--- src/rtl/core/jdpm_pkg.sv ---
// package for the joystick drive-mode pwm mapper
// types, codes, widths and reset values shared by the rtl/core modules except jdpm_div
// no dependencies
package jdpm_pkg;

  localparam int unsigned AxisBitsDefault = 16;
  localparam int unsigned AxisW           = 16;
  localparam int unsigned DeadzoneW       = 15;
  localparam int unsigned PulseW          = 12;
  localparam int unsigned CfgIdxW         = 2;
  localparam int unsigned CfgDataW        = 15;
  localparam int unsigned DivDividendW    = 31;
  localparam int unsigned DivDivisorW     = 16;

  localparam logic [DeadzoneW-1:0] DeadzoneReset = 15'd3277;
  localparam logic [PulseW-1:0]    PulseMinReset = 12'd1000;
  localparam logic [PulseW-1:0]    PulseMaxReset = 12'd2000;

  localparam logic [CfgIdxW-1:0] CfgDeadzone = 2'd0;
  localparam logic [CfgIdxW-1:0] CfgPulseMin = 2'd1;
  localparam logic [CfgIdxW-1:0] CfgPulseMax = 2'd2;

  typedef enum logic [1:0] {
    ActUpdate = 2'd0,
    ActSwitch = 2'd1,
    ActBrake  = 2'd2,
    ActBegin  = 2'd3
  } action_e;

  typedef enum logic [1:0] {
    ModeInit     = 2'd0,
    ModeCar      = 2'd1,
    ModeTank     = 2'd2,
    ModeFailsafe = 2'd3
  } mode_e;

  typedef enum logic [1:0] {
    KindNone    = 2'd0,
    KindNeutral = 2'd1,
    KindCar     = 2'd2,
    KindTank    = 2'd3
  } kind_e;

  typedef struct packed {
    logic  capture;
    logic  dz_load;
    logic  sel_x;
    logic  div_start;
    logic  div_map;
    logic  dz_fin;
    logic  mul;
    logic  map_fin;
    logic  dst_second;
    logic  dup;
    logic  out_load;
    kind_e out_kind;
    mode_e out_mode;
  } cmd_t;

  typedef struct packed {
    logic div_done;
  } stat_t;

endpackage

--- src/rtl/core/joystick_drive_mode_pwm_mapper_core.sv ---
// per mapped axis: a 31-step radix-2 deadzone divider, then a fold loop for the map division;
// car items map both axes, tank items map one, and items of other kinds map no axis
// one item at a time; the next item is taken while the last result waits at the output
// reset is asynchronous active low: mode init, no pending switch, config at defaults
// top level of the joystick drive-mode pwm mapper; uses jdpm_pkg, jdpm_ctrl, jdpm_dp
module joystick_drive_mode_pwm_mapper_core #(
  parameter int unsigned AXIS_BITS = jdpm_pkg::AxisBitsDefault
) (
  input  logic        clk_i,
  input  logic        rst_ni,
  input  logic        cfg_we_i,
  input  logic [1:0]  cfg_idx_i,
  input  logic [14:0] cfg_data_i,
  input  logic        s_axis_tvalid_i,
  output logic        s_axis_tready_o,
  input  logic [31:0] s_axis_tdata_i,  // axis_x, axis_y
  input  logic [2:0]  s_axis_tuser_i,  // action, pad_present
  output logic        m_axis_tvalid_o,
  input  logic        m_axis_tready_i,
  output logic [31:0] m_axis_tdata_o,  // first_pulse_us, second_pulse_us, mode_now, zero fill
  output logic [1:0]  m_axis_tuser_o   // drive_kind
);

  jdpm_pkg::cmd_t  cmd;
  jdpm_pkg::stat_t stat;
  jdpm_pkg::kind_e kind;
  jdpm_pkg::mode_e mode;
  logic [11:0]     first_pulse;
  logic [11:0]     second_pulse;

  jdpm_ctrl u_ctrl (
    .clk_i       (clk_i),
    .rst_ni      (rst_ni),
    .in_valid_i  (s_axis_tvalid_i),
    .in_ready_o  (s_axis_tready_o),
    .action_i    (jdpm_pkg::action_e'(s_axis_tuser_i[1:0])),
    .pad_i       (s_axis_tuser_i[2]),
    .out_valid_o (m_axis_tvalid_o),
    .out_ready_i (m_axis_tready_i),
    .stat_i      (stat),
    .cmd_o       (cmd)
  );

  jdpm_dp #(
    .AXIS_BITS (AXIS_BITS)
  ) u_dp (
    .clk_i             (clk_i),
    .rst_ni            (rst_ni),
    .cfg_we_i          (cfg_we_i),
    .cfg_idx_i         (cfg_idx_i),
    .cfg_data_i        (cfg_data_i),
    .axis_x_i          (s_axis_tdata_i[15:0]),
    .axis_y_i          (s_axis_tdata_i[31:16]),
    .cmd_i             (cmd),
    .stat_o            (stat),
    .first_pulse_us_o  (first_pulse),
    .second_pulse_us_o (second_pulse),
    .drive_kind_o      (kind),
    .mode_now_o        (mode)
  );

  assign m_axis_tdata_o = {6'd0, mode, second_pulse, first_pulse};
  assign m_axis_tuser_o = kind;

  a_pulses_zero: assert property (@(posedge clk_i) disable iff (!rst_ni)
    m_axis_tvalid_o && m_axis_tuser_o != jdpm_pkg::KindCar
      && m_axis_tuser_o != jdpm_pkg::KindTank |-> m_axis_tdata_o[23:0] == 24'd0)
    else $error("pulses not zero without a motor command");

  a_tank_same: assert property (@(posedge clk_i) disable iff (!rst_ni)
    m_axis_tvalid_o && m_axis_tuser_o == jdpm_pkg::KindTank
      |-> m_axis_tdata_o[11:0] == m_axis_tdata_o[23:12])
    else $error("tank sides differ");

  a_kind_mode: assert property (@(posedge clk_i) disable iff (!rst_ni)
    m_axis_tvalid_o && (m_axis_tuser_o == jdpm_pkg::KindCar
      || m_axis_tuser_o == jdpm_pkg::KindTank)
      |-> m_axis_tdata_o[25:24] == (m_axis_tuser_o - 2'd1))
    else $error("drive command does not match mode");

  a_one_at_a_time: assert property (@(posedge clk_i) disable iff (!rst_ni)
    s_axis_tvalid_i && s_axis_tready_o |=> !s_axis_tready_o)
    else $error("second item taken while one is in work");

endmodule

--- src/rtl/core/jdpm_div.sv ---
// iterative restoring divider, one quotient bit per cycle
// unsigned operands, registered quotient; no package dependencies
module jdpm_div #(
  parameter int unsigned DVD_W = 31,
  parameter int unsigned DVR_W = 16
) (
  input  logic             clk_i,
  input  logic             rst_ni,
  input  logic             start_i,
  input  logic [DVD_W-1:0] dividend_i,
  input  logic [DVR_W-1:0] divisor_i,
  output logic             done_o,
  output logic [DVD_W-1:0] quotient_o
);

  localparam int unsigned CntW = $clog2(DVD_W);

  logic             busy_q;
  logic             done_q;
  logic [CntW-1:0]  cnt_q;
  logic [DVD_W-1:0] dvd_q;
  logic [DVR_W-1:0] rem_q;
  logic [DVR_W-1:0] dvr_q;

  logic [DVR_W:0]   rem_sh;
  logic [DVR_W+1:0] diff;
  logic             ge;

  assign rem_sh = {rem_q, dvd_q[DVD_W-1]};
  assign diff   = {1'b0, rem_sh} - {2'b00, dvr_q};
  assign ge     = ~diff[DVR_W+1];

  always_ff @(posedge clk_i or negedge rst_ni) begin
    if (!rst_ni) begin
      busy_q <= 1'b0;
      done_q <= 1'b0;
      cnt_q  <= '0;
    end else begin
      done_q <= 1'b0;
      if (start_i) begin
        busy_q <= 1'b1;
        cnt_q  <= CntW'(DVD_W - 1);
      end else if (busy_q) begin
        if (cnt_q == '0) begin
          busy_q <= 1'b0;
          done_q <= 1'b1;
        end else begin
          cnt_q <= cnt_q - CntW'(1);
        end
      end
    end
  end

  always_ff @(posedge clk_i) begin
    if (start_i) begin
      dvd_q <= dividend_i;
      rem_q <= '0;
      dvr_q <= divisor_i;
    end else if (busy_q) begin
      dvd_q <= {dvd_q[DVD_W-2:0], ge};
      rem_q <= ge ? diff[DVR_W-1:0] : rem_sh[DVR_W-1:0];
    end
  end

  assign done_o     = done_q;
  assign quotient_o = dvd_q;

endmodule

--- src/rtl/core/jdpm_dp.sv ---
// datapath: config registers, axis deadzone and pulse mapping, output register
// uses jdpm_pkg and jdpm_div
module jdpm_dp #(
  parameter int unsigned AXIS_BITS = jdpm_pkg::AxisBitsDefault
) (
  input  logic                               clk_i,
  input  logic                               rst_ni,
  input  logic                               cfg_we_i,
  input  logic [jdpm_pkg::CfgIdxW-1:0]       cfg_idx_i,
  input  logic [jdpm_pkg::CfgDataW-1:0]      cfg_data_i,
  input  logic [jdpm_pkg::AxisW-1:0]         axis_x_i,
  input  logic [jdpm_pkg::AxisW-1:0]         axis_y_i,
  input  jdpm_pkg::cmd_t                     cmd_i,
  output jdpm_pkg::stat_t                    stat_o,
  output logic [jdpm_pkg::PulseW-1:0]        first_pulse_us_o,
  output logic [jdpm_pkg::PulseW-1:0]        second_pulse_us_o,
  output jdpm_pkg::kind_e                    drive_kind_o,
  output jdpm_pkg::mode_e                    mode_now_o
);

  localparam int unsigned DvdW = jdpm_pkg::DivDividendW;
  localparam int unsigned DvrW = jdpm_pkg::DivDivisorW;
  localparam int unsigned PW   = jdpm_pkg::PulseW;

  localparam logic [15:0] AxisFull   = 16'((32'd1 << (AXIS_BITS - 1)) - 32'd1);
  localparam logic [16:0] AxisFullP1 = {1'b0, AxisFull} + 17'd1;
  localparam logic [15:0] MapDivisor = 16'((32'd1 << AXIS_BITS) - 32'd1);
  localparam logic [DvdW-1:0] MapMask = DvdW'(MapDivisor);
  localparam logic signed [16:0] SatHi = $signed({1'b0, AxisFull});
  localparam logic signed [16:0] SatLo = -SatHi - 17'sd1;

  logic [jdpm_pkg::DeadzoneW-1:0] dz_q;
  logic [PW-1:0]                  pmin_q;
  logic [PW-1:0]                  pmax_q;

  logic [15:0]     ax_q, ay_q;
  logic [29:0]     tf_q;
  logic [DvdW-1:0] num_q;
  logic            neg_q;
  logic [15:0]     u_q;
  logic [DvdW-1:0] pmag_q;
  logic            pneg_q;
  logic [PW-1:0]   first_q, second_q;
  logic [PW-1:0]   out_first_q, out_second_q;
  jdpm_pkg::kind_e out_kind_q;
  jdpm_pkg::mode_e out_mode_q;
  logic [DvdW-1:0] fx_q;
  logic [PW-1:0]   fq_q;
  logic            fbusy_q;
  logic            fdone_q;

  logic [29:0]        tf_d;
  logic [15:0]        v_sel;
  logic signed [16:0] ve, vs;
  logic [16:0]        magw;
  logic [DvdW-1:0]    scaled;
  logic               in_zone;
  logic [DvdW-1:0]    num_d;
  logic [DvrW-1:0]    dz_div;
  logic               div_go;
  logic               fold_go;
  logic               div_done;
  logic [DvdW-1:0]    quot;
  logic [DvdW-1:0]    f_hi;
  logic [DvdW-1:0]    f_lo;
  logic [15:0]        lim;
  logic [15:0]        qsat;
  logic [15:0]        u_d;
  logic signed [12:0] span;
  logic signed [29:0] prod;
  logic [29:0]        prod_mag;
  logic [PW-1:0]      q12;
  logic [PW-1:0]      pulse;

  // config port
  always_ff @(posedge clk_i or negedge rst_ni) begin
    if (!rst_ni) begin
      dz_q   <= jdpm_pkg::DeadzoneReset;
      pmin_q <= jdpm_pkg::PulseMinReset;
      pmax_q <= jdpm_pkg::PulseMaxReset;
    end else if (cfg_we_i) begin
      unique case (cfg_idx_i)
        jdpm_pkg::CfgDeadzone: dz_q   <= cfg_data_i;
        jdpm_pkg::CfgPulseMin: pmin_q <= cfg_data_i[PW-1:0];
        jdpm_pkg::CfgPulseMax: pmax_q <= cfg_data_i[PW-1:0];
        default: ;
      endcase
    end
  end

  // deadzone numerator
  assign tf_d  = {15'd0, dz_q} * {15'd0, AxisFull[14:0]};
  assign v_sel = cmd_i.sel_x ? ax_q : ay_q;
  assign ve    = $signed({v_sel[15], v_sel});

  always_comb begin
    if (ve > SatHi) begin
      vs = SatHi;
    end else if (ve < SatLo) begin
      vs = SatLo;
    end else begin
      vs = ve;
    end
  end

  assign magw    = vs[16] ? 17'(-vs) : 17'(vs);
  assign scaled  = {magw[15:0], 15'd0};
  assign in_zone = scaled < {1'b0, tf_q};
  assign num_d   = in_zone ? '0 : scaled - {1'b0, tf_q};

  // deadzone divider
  assign dz_div  = 16'(17'd32768 - {2'b00, dz_q});
  assign div_go  = cmd_i.div_start && !cmd_i.div_map;
  assign fold_go = cmd_i.div_start && cmd_i.div_map;

  jdpm_div #(
    .DVD_W (DvdW),
    .DVR_W (DvrW)
  ) u_div (
    .clk_i      (clk_i),
    .rst_ni     (rst_ni),
    .start_i    (div_go),
    .dividend_i (num_q),
    .divisor_i  (dz_div),
    .done_o     (div_done),
    .quotient_o (quot)
  );

  // map division by 2^AXIS_BITS - 1: fold high part onto low part until it fits
  assign f_hi = fx_q >> AXIS_BITS;
  assign f_lo = fx_q & MapMask;

  always_ff @(posedge clk_i or negedge rst_ni) begin
    if (!rst_ni) begin
      fbusy_q <= 1'b0;
      fdone_q <= 1'b0;
    end else if (fold_go) begin
      fbusy_q <= 1'b1;
      fdone_q <= 1'b0;
    end else if (fbusy_q && (f_hi == '0)) begin
      fbusy_q <= 1'b0;
      fdone_q <= 1'b1;
    end else begin
      fdone_q <= 1'b0;
    end
  end

  always_ff @(posedge clk_i) begin
    if (fold_go) begin
      fx_q <= pmag_q;
      fq_q <= '0;
    end else if (fbusy_q) begin
      if (f_hi != '0) begin
        fq_q <= fq_q + f_hi[PW-1:0];
        fx_q <= f_hi + f_lo;
      end else if (f_lo == MapMask) begin
        fq_q <= fq_q + PW'(1);
        fx_q <= '0;
      end
    end
  end

  assign stat_o.div_done = div_done || fdone_q;

  // saturate and offset to unsigned map input
  assign lim  = neg_q ? AxisFullP1[15:0] : AxisFull;
  assign qsat = (quot > {15'd0, lim}) ? lim : quot[15:0];
  assign u_d  = neg_q ? (AxisFullP1[15:0] - qsat) : (AxisFullP1[15:0] + qsat);

  // linear map
  assign span     = $signed({1'b0, pmax_q}) - $signed({1'b0, pmin_q});
  assign prod     = $signed({1'b0, u_q}) * span;
  assign prod_mag = prod[29] ? 30'(-prod) : 30'(prod);
  assign q12      = fq_q;
  assign pulse    = (pneg_q ? (PW'(0) - q12) : q12) + pmin_q;

  always_ff @(posedge clk_i) begin
    if (cmd_i.capture) begin
      ax_q     <= axis_x_i;
      ay_q     <= axis_y_i;
      tf_q     <= tf_d;
      first_q  <= '0;
      second_q <= '0;
    end
    if (cmd_i.dz_load) begin
      num_q <= num_d;
      neg_q <= vs[16];
    end
    if (cmd_i.dz_fin) begin
      u_q <= u_d;
    end
    if (cmd_i.mul) begin
      pmag_q <= {1'b0, prod_mag};
      pneg_q <= prod[29];
    end
    if (cmd_i.map_fin) begin
      if (cmd_i.dst_second || cmd_i.dup) begin
        second_q <= pulse;
      end
      if (!cmd_i.dst_second) begin
        first_q <= pulse;
      end
    end
    if (cmd_i.out_load) begin
      out_first_q  <= first_q;
      out_second_q <= second_q;
      out_kind_q   <= cmd_i.out_kind;
      out_mode_q   <= cmd_i.out_mode;
    end
  end

  assign first_pulse_us_o  = out_first_q;
  assign second_pulse_us_o = out_second_q;
  assign drive_kind_o      = out_kind_q;
  assign mode_now_o        = out_mode_q;

endmodule

--- src/rtl/core/jdpm_ctrl.sv ---
// controller: drive mode, switch request and the per-item sequence
// uses jdpm_pkg; drives the datapath through cmd_t, reads stat_t
module jdpm_ctrl (
  input  logic              clk_i,
  input  logic              rst_ni,
  input  logic              in_valid_i,
  output logic              in_ready_o,
  input  jdpm_pkg::action_e action_i,
  input  logic              pad_i,
  output logic              out_valid_o,
  input  logic              out_ready_i,
  input  jdpm_pkg::stat_t   stat_i,
  output jdpm_pkg::cmd_t    cmd_o
);

  typedef enum logic [3:0] {
    StIdle,
    StLoad,
    StDzStart,
    StDzWait,
    StDzFin,
    StMul,
    StMapStart,
    StMapWait,
    StMapFin,
    StEmit
  } state_e;

  state_e          state_q;
  jdpm_pkg::mode_e mode_q;
  logic            pend_q;
  jdpm_pkg::kind_e kind_q;
  logic            sel_x_q;
  logic            out_valid_q;

  jdpm_pkg::mode_e mode_nx;
  logic            pend_nx;
  jdpm_pkg::kind_e kind_nx;
  logic            accept;
  logic            emit;

  assign accept = in_valid_i && (state_q == StIdle);
  assign emit   = (state_q == StEmit) && (!out_valid_q || out_ready_i);

  always_comb begin
    mode_nx = mode_q;
    pend_nx = pend_q;
    kind_nx = jdpm_pkg::KindNone;
    unique case (action_i)
      jdpm_pkg::ActSwitch: begin
        if (mode_q != jdpm_pkg::ModeFailsafe) begin
          pend_nx = 1'b1;
        end
      end
      jdpm_pkg::ActBrake: begin
        kind_nx = jdpm_pkg::KindNeutral;
      end
      jdpm_pkg::ActBegin: begin
        mode_nx = jdpm_pkg::ModeCar;
      end
      jdpm_pkg::ActUpdate: begin
        if (pend_q) begin
          mode_nx = (mode_q == jdpm_pkg::ModeCar) ? jdpm_pkg::ModeTank : jdpm_pkg::ModeCar;
          pend_nx = 1'b0;
        end
        priority if (!pad_i) begin
          mode_nx = jdpm_pkg::ModeFailsafe;
          kind_nx = jdpm_pkg::KindNeutral;
        end else if (mode_nx == jdpm_pkg::ModeCar) begin
          kind_nx = jdpm_pkg::KindCar;
        end else if (mode_nx == jdpm_pkg::ModeTank) begin
          kind_nx = jdpm_pkg::KindTank;
        end else begin
          mode_nx = jdpm_pkg::ModeFailsafe;
          kind_nx = jdpm_pkg::KindNeutral;
        end
      end
      default: ;
    endcase
  end

  always_ff @(posedge clk_i or negedge rst_ni) begin
    if (!rst_ni) begin
      state_q     <= StIdle;
      mode_q      <= jdpm_pkg::ModeInit;
      pend_q      <= 1'b0;
      kind_q      <= jdpm_pkg::KindNone;
      sel_x_q     <= 1'b0;
      out_valid_q <= 1'b0;
    end else begin
      if (emit) begin
        out_valid_q <= 1'b1;
      end else if (out_valid_q && out_ready_i) begin
        out_valid_q <= 1'b0;
      end
      unique case (state_q)
        StIdle: begin
          if (accept) begin
            mode_q  <= mode_nx;
            pend_q  <= pend_nx;
            kind_q  <= kind_nx;
            sel_x_q <= 1'b0;
            if (kind_nx == jdpm_pkg::KindCar || kind_nx == jdpm_pkg::KindTank) begin
              state_q <= StLoad;
            end else begin
              state_q <= StEmit;
            end
          end
        end
        StLoad:     state_q <= StDzStart;
        StDzStart:  state_q <= StDzWait;
        StDzWait: begin
          if (stat_i.div_done) begin
            state_q <= StDzFin;
          end
        end
        StDzFin:    state_q <= StMul;
        StMul:      state_q <= StMapStart;
        StMapStart: state_q <= StMapWait;
        StMapWait: begin
          if (stat_i.div_done) begin
            state_q <= StMapFin;
          end
        end
        StMapFin: begin
          if (kind_q == jdpm_pkg::KindCar && !sel_x_q) begin
            sel_x_q <= 1'b1;
            state_q <= StLoad;
          end else begin
            state_q <= StEmit;
          end
        end
        StEmit: begin
          if (emit) begin
            state_q <= StIdle;
          end
        end
        default: state_q <= StIdle;
      endcase
    end
  end

  always_comb begin
    cmd_o            = '0;
    cmd_o.capture    = accept;
    cmd_o.dz_load    = (state_q == StLoad);
    cmd_o.sel_x      = sel_x_q;
    cmd_o.div_start  = (state_q == StDzStart) || (state_q == StMapStart);
    cmd_o.div_map    = (state_q == StMapStart);
    cmd_o.dz_fin     = (state_q == StDzFin);
    cmd_o.mul        = (state_q == StMul);
    cmd_o.map_fin    = (state_q == StMapFin);
    cmd_o.dst_second = sel_x_q;
    cmd_o.dup        = (kind_q == jdpm_pkg::KindTank);
    cmd_o.out_load   = emit;
    cmd_o.out_kind   = kind_q;
    cmd_o.out_mode   = mode_q;
  end

  assign in_ready_o  = (state_q == StIdle);
  assign out_valid_o = out_valid_q;

endmodule

--- config.mk ---
export PLATFORM = sky130hd
export DESIGN_NAME = joystick_drive_mode_pwm_mapper_core
export DESIGN_NICKNAME = d
export VERILOG_FILES = /design/src/rtl/core/jdpm_pkg.sv /design/src/rtl/core/joystick_drive_mode_pwm_mapper_core.sv /design/src/rtl/core/jdpm_div.sv /design/src/rtl/core/jdpm_dp.sv /design/src/rtl/core/jdpm_ctrl.sv
export SDC_FILE = /design/constraint.sdc
export NUM_CORES = 1
export LEC_CHECK = 0
export BUFFER_PORTS_ARGS = -buffer_cell sky130_fd_sc_hd__buf_2
export CORE_MARGIN = 1
export CORE_UTILIZATION = 50
export CTS_CLUSTER_SIZE = 28
export DETAILED_ROUTE_END_ITERATION = 8
export PLACE_DENSITY = 0.78
export SETUP_SLACK_MARGIN = 0.15
export SYNTH_ARGS = -nofsm -noshare
export SYNTH_HDL_FRONTEND = slang
export SYNTH_HIERARCHICAL = 1
export SYNTH_SLANG_ARGS = --single-unit
--- constraint.sdc ---
create_clock -name clk_i -period 7.6 [get_ports clk_i]
set_clock_uncertainty 0.05 [all_clocks]
set_input_delay 1.14 -clock clk_i [delete_from_list [all_inputs] [get_ports clk_i]]
set_output_delay 1.14 -clock clk_i [all_outputs]
set_load 0.1 [all_outputs]
Yosys cells after proc, flatten, opt, wreduce, memory -nomap -nowiden
Cells that the tools add are included.
- word-level logic and storage cells: 189
- register bits after elaboration: 358
- input bits: 57
- bitwise operators: 1
- multiplexer cells: 62
- reduce and logical (&&, ||, !) cells: 41
- add/sub/neg operators: 14
- equality and inequality tests: 30
- $mul: 2
- $lt $le $gt $ge: 4
- operators by type and width (kind ; count):
    $mux 31 ; 5
    $mux 12 ; 9
    $mux 16 ; 6
    $pmux 4 s10 ; 1
    $mux 17 ; 2
    $gt 31x16->1 ; 1
    $logic_not 31->1 ; 1
    $lt 31x30->1 ; 1
    $reduce_bool 31->1 ; 1
    $sub 31x30->31 ; 1
    $mul 15x15->30 const B ; 1
    $mul 17x13->30 ; 1
    $mux 30 ; 1
    $neg 30->30 ; 1
    $mux 29 ; 1
    $add 12x12->12 ; 2
    $mux 4 ; 6
    $mux 2 ; 9
    $sub 17x16->18 ; 1
    $add 15x16->17 ; 1
    $add 16x16->16 const A ; 1
    $eq 16x16->1 const B ; 1
    $eq 2x2->1 const B ; 8
    $eq 4x3->1 const B ; 4
    31 further kinds ; 88

Longest topological paths before layout
- depth after elaboration: 14
- depth in mapped cells: 37
- gate-level depth less buffers: 34

Hierarchy
Netlist, hierarchy kept.
- modules (own cells, without submodules) (module ; instances ; area an instance (um^2) ; cells each ; sequential area each (um^2)):
    jdpm_dp ; 1 ; 26748.2 ; 2642 ; 7746.2
    jdpm_div ; 1 ; 3872.5 ; 339 ; 1906.8
    jdpm_ctrl ; 1 ; 775.7 ; 83 ; 275.3
    joystick_drive_mode_pwm_mapper_core ; 1 ; 48.8 ; 7 ; 0.0

Worst setup path after synthesis
Ideal clock, no wire load.
- kind: reg2reg
- start: register u_dp.pmin_q[1]
- end: register u_dp.pmag_q[28], data pin
- period minus slack after synthesis: 8.445 ns
- setup time: 0.265 ns
- arrival time: 8.130 ns
- cell stages (with the launch flop): 31
- slack: -0.845 ns
- cells stage by stage: dfrtp_1 inv_1 ha_1 nor2b_1 o21ai_0 a21boi_0 o21ai_0 a21boi_0 o21ai_0 a21oi_1 o41ai_2 mux2_2 fa_1 fa_1 inv_1 fa_1 fa_1 fa_1 inv_1 fa_1 inv_1 ha_1 nand2_1 o21ai_0 nor2b_1 nor3_1 o211a_1 or4_4 a211oi_4 a41oi_1 xor2_1
- cells in the longest elaborated chain, start to end: 4
- ends and longest elaborated chain (item ; RTL line ; source):
    start, declared ; jdpm_dp.sv:33 ; logic [PW-1:0] pmin_q;
    start signal, assigned ; jdpm_dp.sv:79 ; pmin_q <= jdpm_pkg::PulseMinReset;
    start signal, assigned ; jdpm_dp.sv:84 ; jdpm_pkg::CfgPulseMin: pmin_q <= cfg_data_i[PW-1:0];
    $sub 12x12->13 * ; jdpm_dp.sv:171 ; assign span = $signed({1'b0, pmax_q}) - $signed({1'b0, pmin_q});
    $mul 17x13->30 * ; jdpm_dp.sv:172 ; assign prod = $signed({1'b0, u_q}) * span;
    $neg 30->30 ; jdpm_dp.sv:173 ; assign prod_mag = prod[29] ? 30'(-prod) : 30'(prod);
    $mux 29 * ; jdpm_dp.sv:173 ;
    via u_dp.prod_mag[28] ; jdpm_dp.sv:71 ; logic [29:0] prod_mag;
    end signal, assigned ; jdpm_dp.sv:193 ; pmag_q <= {1'b0, prod_mag};
    end, declared ; jdpm_dp.sv:41 ; logic [DvdW-1:0] pmag_q;
Mark *: on every way through the listed nets, which the timed path passes. The rest lies on a longest branch.
A chain may end at the register's enable or synchronous reset.

Worst setup path after layout
- start: register u_dp.pmax_q[0]
- end: register u_dp.pmag_q[28], data pin
- cells in the longest elaborated chain, start to end: 4
- ends and longest elaborated chain (item ; RTL line ; source):
    start, declared ; jdpm_dp.sv:34 ; logic [PW-1:0] pmax_q;
    start signal, assigned ; jdpm_dp.sv:80 ; pmax_q <= jdpm_pkg::PulseMaxReset;
    start signal, assigned ; jdpm_dp.sv:85 ; jdpm_pkg::CfgPulseMax: pmax_q <= cfg_data_i[PW-1:0];
    $sub 12x12->13 * ; jdpm_dp.sv:171 ;
    $mul 17x13->30 * ; jdpm_dp.sv:172 ;
    $neg 30->30 ; jdpm_dp.sv:173 ;
    $mux 29 * ; jdpm_dp.sv:173 ;
    via u_dp.prod_mag[28] ; jdpm_dp.sv:71 ;
Marked as above.

==> metrics.txt <==
status=finished with violations; failing checks=negative setup slack; post-route cell area=35870 um^2; Synth top area share=23.49%; Antenna Nets Post-Route=0; most common cell after layout, fill and taps aside=inv_1; fin crit share=107.9%; gp weighted congestion=a little over 0.9; ant diodes=0; number of synthesized flops with an enable pin=246; FF/Latch Area=between 9000 and 10000 um^2; Worst path slowest cell=fa_1; number of global-route vias before repair=23270; FMAX=122.0 MHz; Startpoint Class=flop; Worst Path Required=between 7 and 8 ns; CTS buffer count=37; Yosys warnings=6; most frequent cells in the layout=376 x inv_1, 291 x ha_1, 275 x nand2_1; layout cells sized above 1=17.32%; WS Path Type=reg2reg; hpwl dp=55270 um; Fillers=5071; multi-input logic area=20160 um^2; MaxCap Viol Count=0; RSZ-0062 raised after global routing=true; Placed Area=between 30000 and 40000 um^2; TritonCTS Sinks=around 360; Overflow after GRT=0; Post-Route WL=a little over 70000 um; Worst Setup End Kind=flop; worst hold slack=0.3837 ns; crit-path max cell delay=between 0.5 and 0.6 ns; # DRC=0; fin cells=4140; register bit total from synthesis=around 360; CTS tree=done; Clk Latency, worst-skew pair=~0.55 ns; initial antenna violation count=1; sequential area share after synthesis=about a third; final slew viol count=0; die height=252.8 um; worst rel slew slack=19.26%; Initial Util=50.77%; Die ar.=63900 um^2; Nets=roughly 4000; cell mode on critical path=fa_1; Port Buffer Count=86; Avg Inst Size Synth=10.24 um^2; Final Critical Period=8.198 ns; CTS Buffer Depth=3; hold violation count in the final report=0; Synth async-reset ratio=16.53%; Netlist cell types=about 110; average wire per standard cell=17.45 um; Core Util, Final=between 50% and 60%; pin count of the biggest net entering global routing=89; H-tree levels=2; num ports=93; Vias=23070; Least-Margin Pin Slew=1.211 ns; core area=just over 60000 um^2; CP max FO=6; CP arrival=8.41 ns; area leader, netlist=edfxtp_1; CTS root buf=clkbuf_16; GRT Resource Usage Total=a little under a quarter; first-pass GRT wire length=between 100000 and 150000 um; Die X=about 250 um; dominant cells by area after synthesis=edfxtp_1 23%, fa_1 17%, ha_1 12%, inv_1 4.5%, nand2_1 3.4%; placed cell count=4030; clock transition at the registers of the reported paths=0.06 ns; First-pass DRT Iterations=6; DRT iter0 DRCs=1538; Synth Cell Area=31450 um^2; Core Rows=91; final setup margin=-0.5982 ns; HP Class=reg2reg; post-synthesis instance total=3071; Finish-stage setup viols=30; drt via density=between 5 and 6; Syn-to-layout area delta=14.06%; Synth Flop Type=edfxtp_1
timing repair:
item	4_1_cts	5_1_grt
gates resized for setup	45	60
hold buffers	0	0
gates cloned	1	1
setup buffers	26	15
pin swaps	51	32
endpoints found under the setup margin	30	30
hold endpoints to repair	0	0
metrics by stage:
stage / setup TNS [ns] / setup slack (ns)
6_report: -15.44 / -0.5982
4_1_cts: -11.38 / -0.4511
5_1_grt: -24.08 / -0.8985
3_5_place_dp: -11.60 / -0.6183
2_1_floorplan: -5.218 / -0.4321
3_3_place_gp: -8.592 / -0.5257
final timing paths:
path | cells after the start | slack [ns] | endpoint | from
worst max-delay path | 33 | -0.60 | u_dp/pmag_q[28] | u_dp/pmax_q[0]
worst min-delay path | 0 | 0.38 | u_dp/second_pulse_us_o[5] | u_dp/second_q[5]
worst max register to register | 33 | -0.60 | u_dp/pmag_q[28] | u_dp/pmax_q[0]
worst min register to register | 0 | 0.38 | u_dp/second_pulse_us_o[5] | u_dp/second_q[5]
max in group asynchronous | 2 | 6.20 | u_dp/fdone_q | rst_ni
min in group asynchronous | 2 | 0.71 | u_dp/dz_q[12] | rst_ni
synth_stat cells (24+ instances only):
library cell and number:
a21o_1 49, nor2_1 138, nand2_1 283, nor2b_1 39
o21ai_0 121, and3_1 47, fa_1 262, nand3_1 58
xnor2_1 116, dfrtp_1 40, and2_1 50, edfxtp_1 246
mux2_2 65, dfxtp_1 52, nand2b_1 56, clkbuf_1 78
nor3_1 47, ha_1 306, inv_1 381, a21oi_1 120
xor2_1 64, mux2i_1 24, nand3b_1 28, or3_1 25
final cells by class:
class                   instances  area share, %
clock buffers                  51          2.944
inverters                     383          4.043
repair buffers                277          5.540
flip-flops and latches        357          27.68
multi-input cells            2218          56.20
well taps                     837          2.920
clock inverters                16         0.6279
repair inverters                1        0.04535
flip-flops by register name (all words and copies together), names as in the netlist, 15 cells and up:
register	flops
u_dp/num_q	31
u_dp/u_div/quotient_o	31
u_dp/fx_q	30
u_dp/pmag_q	30
u_dp/tf_q	30
u_dp/ax_q	16
u_dp/ay_q	16
u_dp/u_div/dvr_q	16
u_dp/u_div/rem_q	16
u_dp/u_q	16
u_dp/dz_q	15
metal layers:
metal  vias up  routed length [um]  global-route usage (%)
li1      10920                   -                       -
met1     11350               30850                   29.59
met2       655               35640                   39.58
met3       147                3879                   3.475
met4         2                1873                   6.078
met5         -                  12                       0
worst max-delay path, delay by kind of cell (launching register included):
family | cells | cell delay, ns
buffers and inverters | 7 | 0.65
XOR/XNOR | 1 | 0.16
AO/OA/AOI/OAI | 10 | 1.72
flip-flops | 1 | 0.38
adder cells (fa/ha/maj) | 9 | 3.71
AND/OR/NAND/NOR | 6 | 1.22
kinds of logic after synthesis:
group	share of synthesized area, %
AND/OR/NAND/NOR	13.97
adder cells (fa/ha/maj)	28.86
AO/OA/AOI/OAI	10.88
buffers and inverters	6.533
flip-flops	31.57
XOR/XNOR	5.014
multiplexers	3.163
other	0.01193
Power is not shown: default switching activity piles up to over one toggle a cycle in this logic, so the estimate is an artifact.
